`src/rtl/core/tfr_pkg.sv`:
```
// Shared types and constants for the time-of-flight frame receiver.
// Used by every module of the block; has no dependencies of its own.
`default_nettype none

package tfr_pkg;

    localparam int unsigned FRAME_LEN = 16;
    localparam int unsigned POS_W     = $clog2(FRAME_LEN);

    localparam logic [7:0] HDR0 = 8'h57;
    localparam logic [7:0] HDR1 = 8'h00;
    localparam logic [7:0] HDR2 = 8'hFF;

    localparam logic [23:0] DIST_OUT_OF_RANGE = 24'hFFFFFF;

    localparam logic [POS_W-1:0] POS_HDR0   = POS_W'(0);
    localparam logic [POS_W-1:0] POS_HDR1   = POS_W'(1);
    localparam logic [POS_W-1:0] POS_HDR2   = POS_W'(2);
    localparam logic [POS_W-1:0] POS_ID     = POS_W'(3);
    localparam logic [POS_W-1:0] POS_DIST0  = POS_W'(8);
    localparam logic [POS_W-1:0] POS_DIST1  = POS_W'(9);
    localparam logic [POS_W-1:0] POS_DIST2  = POS_W'(10);
    localparam logic [POS_W-1:0] POS_STR0   = POS_W'(12);
    localparam logic [POS_W-1:0] POS_STR1   = POS_W'(13);
    localparam logic [POS_W-1:0] POS_CSUM   = POS_W'(FRAME_LEN - 1);

    localparam logic [1:0] STATUS_OK    = 2'd0;
    localparam logic [1:0] STATUS_ERROR = 2'd1;
    localparam logic [1:0] STATUS_WEAK  = 2'd2;

    typedef struct packed {
        logic [1:0]  status;
        logic [7:0]  sensor_id;
        logic [23:0] distance_mm;
        logic [15:0] signal_strength;
    } tfr_result_t;

endpackage

`default_nettype wire

```
`src/rtl/core/tfr_frame_track.sv`:
```
// Per-byte frame tracking: position counter, checksum, header check, field capture.
// Depends on tfr_pkg; builds the result on the checksum byte.
`default_nettype none

module tfr_frame_track
    import tfr_pkg::*;
(
    input  wire logic        aclk,
    input  wire logic        aresetn,
    input  wire logic        byte_en,
    input  wire logic [7:0]  rx_byte,
    output logic             at_last,
    output tfr_result_t      result
);

    logic [POS_W-1:0] pos_reg,      pos_next;
    logic [7:0]       sum_reg,      sum_next;
    logic             hdr_ok_reg,   hdr_ok_next;
    logic [7:0]       id_reg,       id_next;
    logic [23:0]      dist_reg,     dist_next;
    logic [15:0]      str_reg,      str_next;

    assign at_last = (pos_reg == POS_CSUM);

    always_comb begin
        pos_next    = pos_reg;
        sum_next    = sum_reg;
        hdr_ok_next = hdr_ok_reg;
        id_next     = id_reg;
        dist_next   = dist_reg;
        str_next    = str_reg;
        if (byte_en) begin
            unique case (pos_reg)
                POS_HDR0:  if (rx_byte != HDR0) hdr_ok_next = 1'b0;
                POS_HDR1:  if (rx_byte != HDR1) hdr_ok_next = 1'b0;
                POS_HDR2:  if (rx_byte != HDR2) hdr_ok_next = 1'b0;
                POS_ID:    id_next = rx_byte;
                POS_DIST0: dist_next[7:0]   = rx_byte;
                POS_DIST1: dist_next[15:8]  = rx_byte;
                POS_DIST2: dist_next[23:16] = rx_byte;
                POS_STR0:  str_next[7:0]    = rx_byte;
                POS_STR1:  str_next[15:8]   = rx_byte;
                default: ;
            endcase
            if (at_last) begin
                pos_next    = '0;
                sum_next    = '0;
                hdr_ok_next = 1'b1;
            end else begin
                pos_next = pos_reg + POS_W'(1);
                sum_next = sum_reg + rx_byte;
            end
        end
    end

    always_comb begin
        result.sensor_id       = id_reg;
        result.distance_mm     = dist_reg;
        result.signal_strength = str_reg;
        priority if (!hdr_ok_reg || (sum_reg != rx_byte)) begin
            result.status = STATUS_ERROR;
        end else if ((str_reg == '0) || (dist_reg == DIST_OUT_OF_RANGE)) begin
            result.status = STATUS_WEAK;
        end else begin
            result.status = STATUS_OK;
        end
    end

    always_ff @(posedge aclk) begin
        if (!aresetn) begin
            pos_reg    <= '0;
            sum_reg    <= '0;
            hdr_ok_reg <= 1'b1;
            id_reg     <= '0;
            dist_reg   <= '0;
            str_reg    <= '0;
        end else begin
            pos_reg    <= pos_next;
            sum_reg    <= sum_next;
            hdr_ok_reg <= hdr_ok_next;
            id_reg     <= id_next;
            dist_reg   <= dist_next;
            str_reg    <= str_next;
        end
    end

endmodule

`default_nettype wire

```
`src/rtl/core/tfr_out_reg.sv`:
```
// Result register for the frame receiver output channel.
// Depends on tfr_pkg for the result record type.
`default_nettype none

module tfr_out_reg
    import tfr_pkg::*;
(
    input  wire logic         aclk,
    input  wire logic         aresetn,
    input  wire logic         load,
    input  tfr_result_t       load_data,
    output logic              can_load,
    output logic              m_valid,
    input  wire logic         m_ready,
    output tfr_result_t       m_data
);

    logic        valid_reg, valid_next;
    tfr_result_t data_reg,  data_next;

    assign can_load = !valid_reg || m_ready;

    always_comb begin
        valid_next = valid_reg;
        data_next  = data_reg;
        if (load) begin
            valid_next = 1'b1;
            data_next  = load_data;
        end else if (m_ready) begin
            valid_next = 1'b0;
        end
    end

    always_ff @(posedge aclk) begin
        if (!aresetn) begin
            valid_reg <= 1'b0;
        end else begin
            valid_reg <= valid_next;
        end
    end

    always_ff @(posedge aclk) begin
        data_reg <= data_next;
    end

    assign m_valid = valid_reg;
    assign m_data  = data_reg;

endmodule

`default_nettype wire

```
`src/rtl/core/tof_frame_receiver.sv`:
```
// Time-of-flight frame receiver top level.
// Depends on tfr_pkg, tfr_frame_track and tfr_out_reg.
//
// Usage:
//   Input channel s_valid/s_ready/s_rx_byte carries one link byte per request.
//   Bytes are grouped into 16-byte frames by position alone; there is no
//   resync on the header. Each 16th byte (checksum) produces one result on
//   m_valid/m_ready with m_status, m_sensor_id, m_distance_mm and
//   m_signal_strength.
//   Throughput: one byte per cycle while s_ready is high. The result appears in
//   the cycle after the checksum byte is accepted, from a single output register.
//   Stall: while a result waits in the output register, bytes 0 to 14 of the
//   next frame are still taken; s_ready drops only for a checksum byte that
//   would need the occupied register, and returns when m_ready takes it.
//   Reset (aresetn low, synchronous): position and checksum clear, header
//   flag sets, captured fields clear, output register is emptied.
`default_nettype none

module tof_frame_receiver
    import tfr_pkg::*;
(
    input  wire logic         aclk,
    input  wire logic         aresetn,
    input  wire logic         s_valid,
    output logic              s_ready,
    input  wire logic [7:0]   s_rx_byte,
    output logic              m_valid,
    input  wire logic         m_ready,
    output logic [1:0]        m_status,
    output logic [7:0]        m_sensor_id,
    output logic [23:0]       m_distance_mm,
    output logic [15:0]       m_signal_strength
);

    logic        at_last;
    logic        can_load;
    logic        byte_en;
    tfr_result_t frame_res;
    tfr_result_t out_res;

    assign s_ready = !at_last || can_load;
    assign byte_en = s_valid && s_ready;

    tfr_frame_track u_track (
        .aclk    (aclk),
        .aresetn (aresetn),
        .byte_en (byte_en),
        .rx_byte (s_rx_byte),
        .at_last (at_last),
        .result  (frame_res)
    );

    tfr_out_reg u_out (
        .aclk      (aclk),
        .aresetn   (aresetn),
        .load      (byte_en && at_last),
        .load_data (frame_res),
        .can_load  (can_load),
        .m_valid   (m_valid),
        .m_ready   (m_ready),
        .m_data    (out_res)
    );

    assign m_status          = out_res.status;
    assign m_sensor_id       = out_res.sensor_id;
    assign m_distance_mm     = out_res.distance_mm;
    assign m_signal_strength = out_res.signal_strength;

endmodule

`default_nettype wire

```
`config.mk`:
```
export PLATFORM = sky130hd
export DESIGN_NAME = tof_frame_receiver
export DESIGN_NICKNAME = d
export VERILOG_FILES = /design/src/rtl/core/tfr_pkg.sv /design/src/rtl/core/tfr_frame_track.sv /design/src/rtl/core/tfr_out_reg.sv /design/src/rtl/core/tof_frame_receiver.sv
export SDC_FILE = /design/constraint.sdc
export NUM_CORES = 1
export LEC_CHECK = 0
export ABC_AREA = 1
export ABC_CLOCK_PERIOD_IN_PS = 2500
export BUFFER_PORTS_ARGS = -buffer_cell sky130_fd_sc_hd__buf_2
export CORE_ASPECT_RATIO = 0.9
export CORE_UTILIZATION = 51
export DETAILED_ROUTE_END_ITERATION = 8
export PLACE_DENSITY_LB_ADDON = 0.3
export SETUP_SLACK_MARGIN = 0.2
export SYNTH_ARGS = -nofsm -noshare
export SYNTH_HDL_FRONTEND = slang
export SYNTH_HIERARCHICAL = 1
export SYNTH_SLANG_ARGS = --single-unit
```
`constraint.sdc`:
```
create_clock -name aclk -period 2.5 [get_ports aclk]
set_input_delay 0.5 -clock aclk [delete_from_list [all_inputs] [get_ports aclk]]
set_output_delay 0.5 -clock aclk [all_outputs]
set_load 0.02 [all_outputs]
```
# Word level (Yosys, flattened, before mapping)
# Index checks and enable logic that the tools add are counted.
dict set report word_totals {
  memories 0
  latchBits 0
  regBits 112
  inputBits 12
  rom_bits 0
  mem_bits_rw 0
}
dict set report op_classes {
  n_addsub 2
  div_mod_pow 0
  mul 0
  n_bitwise 0
  n_reduce_logical 21
  n_shift 0
  order_cmp 0
  eq_ne 16
  mux 10
}
# op n
set ops {}
lappend ops {{$eq A24 B24 Y1 const B} 1}
lappend ops {{$eq A4 B4 Y1 const B} 6}
lappend ops {{$logic_not A16 Y1} 1}
lappend ops {{$reduce_and A2 Y1} 6}
lappend ops {{$ne A3 B2 Y1 const B} 3}
lappend ops {{$add A8 B8 Y8} 1}
lappend ops {{$eq A4 B2 Y1 const B} 2}
lappend ops {{$mux W8} 1}
lappend ops {{$ne A8 B7 Y1 const B} 1}
lappend ops {{$ne A8 B8 Y1} 1}
lappend ops {{$ne A8 B8 Y1 const B} 1}
lappend ops {{$reduce_bool A8 Y1} 1}
lappend ops {{$mux W1} 6}
lappend ops {{$reduce_and A5 Y1} 1}
lappend ops {{$add A4 B1 Y4 const B} 1}
lappend ops {{$eq A4 B1 Y1 const B} 1}
lappend ops {{$logic_not A4 Y1} 1}
lappend ops {{$logic_or A1 B1 Y1} 4}
lappend ops {{$mux W4} 1}
lappend ops {{$reduce_bool A4 Y1} 1}
lappend ops {{$logic_not A1 Y1} 3}
lappend ops {{$pmux W1 S3} 1}
lappend ops {{$logic_and A1 B1 Y1} 2}
lappend ops {{$mux W2} 1}
lappend ops {{$reduce_bool A2 Y1} 1}

# Logic depth before layout (Yosys ltp)
dict set report logic_depth {
  depth_word 6
  ltp_mapped 12
}

# Modules after synthesis
# Netlist, hierarchy kept.
# mod n_inst area_each_um2 cells_each
set by_module_without_submodules {}
lappend by_module_without_submodules {tfr_frame_track 1 2827.7 380}
lappend by_module_without_submodules {tfr_out_reg 1 1547.7 56}
lappend by_module_without_submodules {tof_frame_receiver 1 28.8 6}

# Least setup slack after synthesis
# Ideal clock, no wire load.
dict set report synth_timing {
  kind {reg-to-reg}
  from {reg u_track.pos_reg[0]}
  to {reg u_out.data_reg, in the netlist u_out/m_data[0], enable pin}
  path_buffers 0
  t_required_ns 2.095
  arrival_ns 1.950
  path_slack_ns 0.145
  synth_period_minus_slack_ns 2.355
  stages_incl_launch_ff 6
  setup_ns 0.405
  cell_sequence {dfxtp_1 -> ha_1 -> inv_1 -> nor2_1 -> nand3_1 -> inv_1}
}
dict set report synth_between {
  elab_chain_cells 5
}
# item line
set synth_rtl {}
lappend synth_rtl {{from (decl)} tfr_frame_track.sv:16} ;# logic [POS_W-1:0] pos_reg, pos_next;
lappend synth_rtl {{from (signal assigned)} tfr_frame_track.sv:78} ;# pos_reg <= pos_next;
lappend synth_rtl {{$eq A4 B4 Y1 (*)} tfr_frame_track.sv:23} ;# assign at_last = (pos_reg == POS_CSUM);
lappend synth_rtl {{net at_last} tof_frame_receiver.sv:35} ;# logic at_last;
lappend synth_rtl {{$logic_not A1 Y1} tof_frame_receiver.sv:41} ;# assign s_ready = !at_last || can_load;
lappend synth_rtl {{$logic_or A1 B1 Y1} tof_frame_receiver.sv:41}
lappend synth_rtl {{$logic_and A1 B1 Y1} tof_frame_receiver.sv:42} ;# assign byte_en = s_valid && s_ready;
lappend synth_rtl {{$logic_and A1 B1 Y1 (*)} tof_frame_receiver.sv:56} ;# .load (byte_en && at_last),
lappend synth_rtl {{to (signal assigned)} tfr_out_reg.sv:43} ;# data_reg <= data_next;
lappend synth_rtl {{to (decl)} tfr_out_reg.sv:19} ;# tfr_result_t data_reg, data_next;
# Mark *: on every way through the listed nets, which the timed path passes. The rest lies on a longest branch.
# A chain may end at the register's enable or synchronous reset.

# Final worst setup path
dict set report layout_timing {
  from {reg u_track.pos_reg[0]}
  to {out s_ready}
}
dict set report layout_between {
  elab_chain_cells 3
}
# item line
set layout_rtl {}
lappend layout_rtl {{$eq A4 B4 Y1} tfr_frame_track.sv:23}
lappend layout_rtl {{net at_last} tof_frame_receiver.sv:35}
lappend layout_rtl {{$logic_not A1 Y1} tof_frame_receiver.sv:41}
lappend layout_rtl {{$logic_or A1 B1 Y1} tof_frame_receiver.sv:41}
lappend layout_rtl {{to (decl)} tof_frame_receiver.sv:25} ;# output logic s_ready,
# The timed path passes the listed nets, and every way through them passes these cells.

==> results.toml <==
[run_status]
status = "finished, final reports clean"

[setup_path]
worstSetupPathType = "reg2out"
crit_arrival_ps = 1730
cp_top_family = "flip-flops"
cp-end-kind = "primary output"
startpoint_type = "flop"
slowest_delay_ps = 430
worstPathCellList = "ha_1 > inv_1 > nor2_1 > buf_4 > nand2_1 > buf_2"
worst_path_max_delay_cell = "dfxtp_1"
r2r_setup_slack_ps = 340
path_max_fanout = 5
crit_required_ps = 2000
worst-path-buf-inv = 3

[global_route]
grt_max_degree = 44
grt_pass1_wl_um = 14400
grt_pass1_vias = 2959
track_usage_pct = 20.6
grt-ovfl-total = 0
antenna_found_initial = 0

[die]
die_w_um = 100
ios = 64
fp-row-count = 31
dieArea_sq_mm = 0.00901
core_area_sq_mm = 0.00822
initial_utilization_pct = 53.6
fp.dieH_um = 90.2

[route]
vias = 3296
drt_first_iter_violations = 274
drc_errors = 0
wl_per_cell_um = 14.0
wirelength_um = 8770
antenna_left = 0
routed_via_density = 5.27
first_pass_iters = 5

[sta]
rsz0062_at_grt = "true"
timing.fmax_mhz = 448
fin_skew_ps = 15.1
fin_ws_ps = 267
tns_ps = 0
hold_viol = 0
holdWs_ps = 394
min_period_ps = 2230
finalMaxSlewViolations = 0
worstMarginPinSlew_ps = 555
setup_violations = 0
fin_crit_sh_pct = 89.3
timing.slew.headroom_pct = 62.8

[min_path]
hold_path.class = "in2reg"

[synth]
ys_ff_latch = 112
synth-seq-area-share_pct = 62.3
avgSynthCellArea_sq_um = 9.96
synth_nets = 467
yosys_warnings = 6
synthCells = 442
synthesis.area_sq_mm = 0.00440
synth_cell_types = 32

[clocking]
post_cts_buffers = 0
clk_latency_ps = 380
cts_tree = "built"
htree_levels = 3
clockBufferDepth = 2
clkTransAtPathRegs_ps = 100
clock-root-buffer = "clkbuf_8"
cts_sinks = 112
numCtsBuffers = 9

[layout]
largest_reg_flops = 50
final_util_pct = 61.2
final_cell_mix = "63 x buf_2, 62 x dfxtp_1, 57 x nand2_1"
final_cell_area_sq_mm = 0.00503
final_common_cell = "buf_2"
drive_above_1_share_pct = 19.6
stdcell_count = 626
area_growth_pct = 14.3
fin_nets = 531
diodes = 0

[placed_design]
gp_congestion = 0.834
post-place-cells = 610
dp_hpwl_um = 6030
place_area_sq_mm = 0.00482
port_buffers = 63
dp_slack_ps = 194

[power]
power_density_mw_per_mm2 = 639
max-vdd-ir-drop_v = 0.000374
power_mw = 3.21
p_leak_nw = 1.84

[run]
cap_violations = 0
cell usage after synthesis:
cell,count,area [sq um]
nand4_1,3,18.8
inv_1,44,165
clkbuf_1,6,22.5
edfxtp_1,50,1500
nor2_4,1,11.3
nor2_2,1,6.26
buf_6,2,22.5
nand3_1,29,145
fa_1,1,20.0
ha_1,12,150
nor4b_1,1,8.76
nor3_1,5,25.0
xnor2_1,1,8.76
nor4_1,5,31.3
a22oi_1,1,7.51
nand3b_1,3,22.5
o21ai_0,39,195
a21oi_1,55,275
xor2_1,2,17.5
nor3_4,1,16.3
dfxtp_1,62,1240
nand2_1,59,221
inv_2,2,7.51
buf_4,2,15.0
a21oi_2,2,17.5
nor2_1,33,124
nand2_2,4,25.0
clkinv_1,1,3.75
a211oi_1,1,7.51
o21ai_1,7,35.0
clkinv_2,2,10.0
buf_2,5,25.0
cell families (layout without fill, tap and decap cells):
group / after synthesis / in the layout / synth area share, %
compound gates: 105 / 105 / 12.2
flops: 112 / 112 / 62.3
xor+xnor: 3 / 3 / 0.597
buf+inv: 64 / 133 / 6.16
fa+ha+maj: 13 / 13 / 3.86
simple gates: 145 / 145 / 14.9
report_power, final:
part | total (mW) | leakage [nW] | switching, mW | internal (mW)
sequential | 1.93 | 0.890 | 0.0162 | 1.92
combinational | 0.235 | 0.853 | 0.155 | 0.0802
clock | 1.05 | 0.101 | 0.654 | 0.392
total | 3.21 | 1.84 | 0.825 | 2.39
layout make-up:
class | count | area, sq um
fill | 728 | 3190
sequential | 112 | 2740
multi-input combinational | 266 | 1400
timing repair buffer | 68 | 353
inverter | 49 | 193
tap | 115 | 144
clock buffer | 9 | 124
clock inverter | 7 | 75.1
layer usage:
| layer | global-route usage (%) | part of all wire [%] | vias to the layer above |
|---|---|---|---|
| met3 | 4.59 | 5.4 | 10 |
| li1 | - | - | 1633 |
| met1 | 28.7 | 45 | 1544 |
| met5 | 0 | 0 | - |
| met4 | 8.09 | 1.3 | 0 |
| met2 | 31.3 | 48 | 109 |
final timing paths:
check,startpoint,end,cells past startpoint
worst max-delay path,u_track/pos_reg[0]$_SDFFE_PN0P_,s_ready,6
worst min register to register,u_track/dist_reg[6]$_SDFFE_PN0P_,u_out/m_data[22]$_DFFE_PP_,0
worst max register to register,u_track/pos_reg[0]$_SDFFE_PN0P_,u_track/dist_reg[17]$_SDFFE_PN0P_,10
worst min-delay path,m_ready,u_out/m_valid$_SDFFE_PN0P_,4
repair_timing:
action	CTS	global route
hold buffers	0	0
endpoints found under the setup margin	0	24
resized for setup	0	5
tightest hold or removal path, stage by stage:
cell and delay (ps):
buf_2 70, inv_1 30, nand2_2 70, a21oi_2 50
Note: power is estimated with default switching activity, not from simulation.
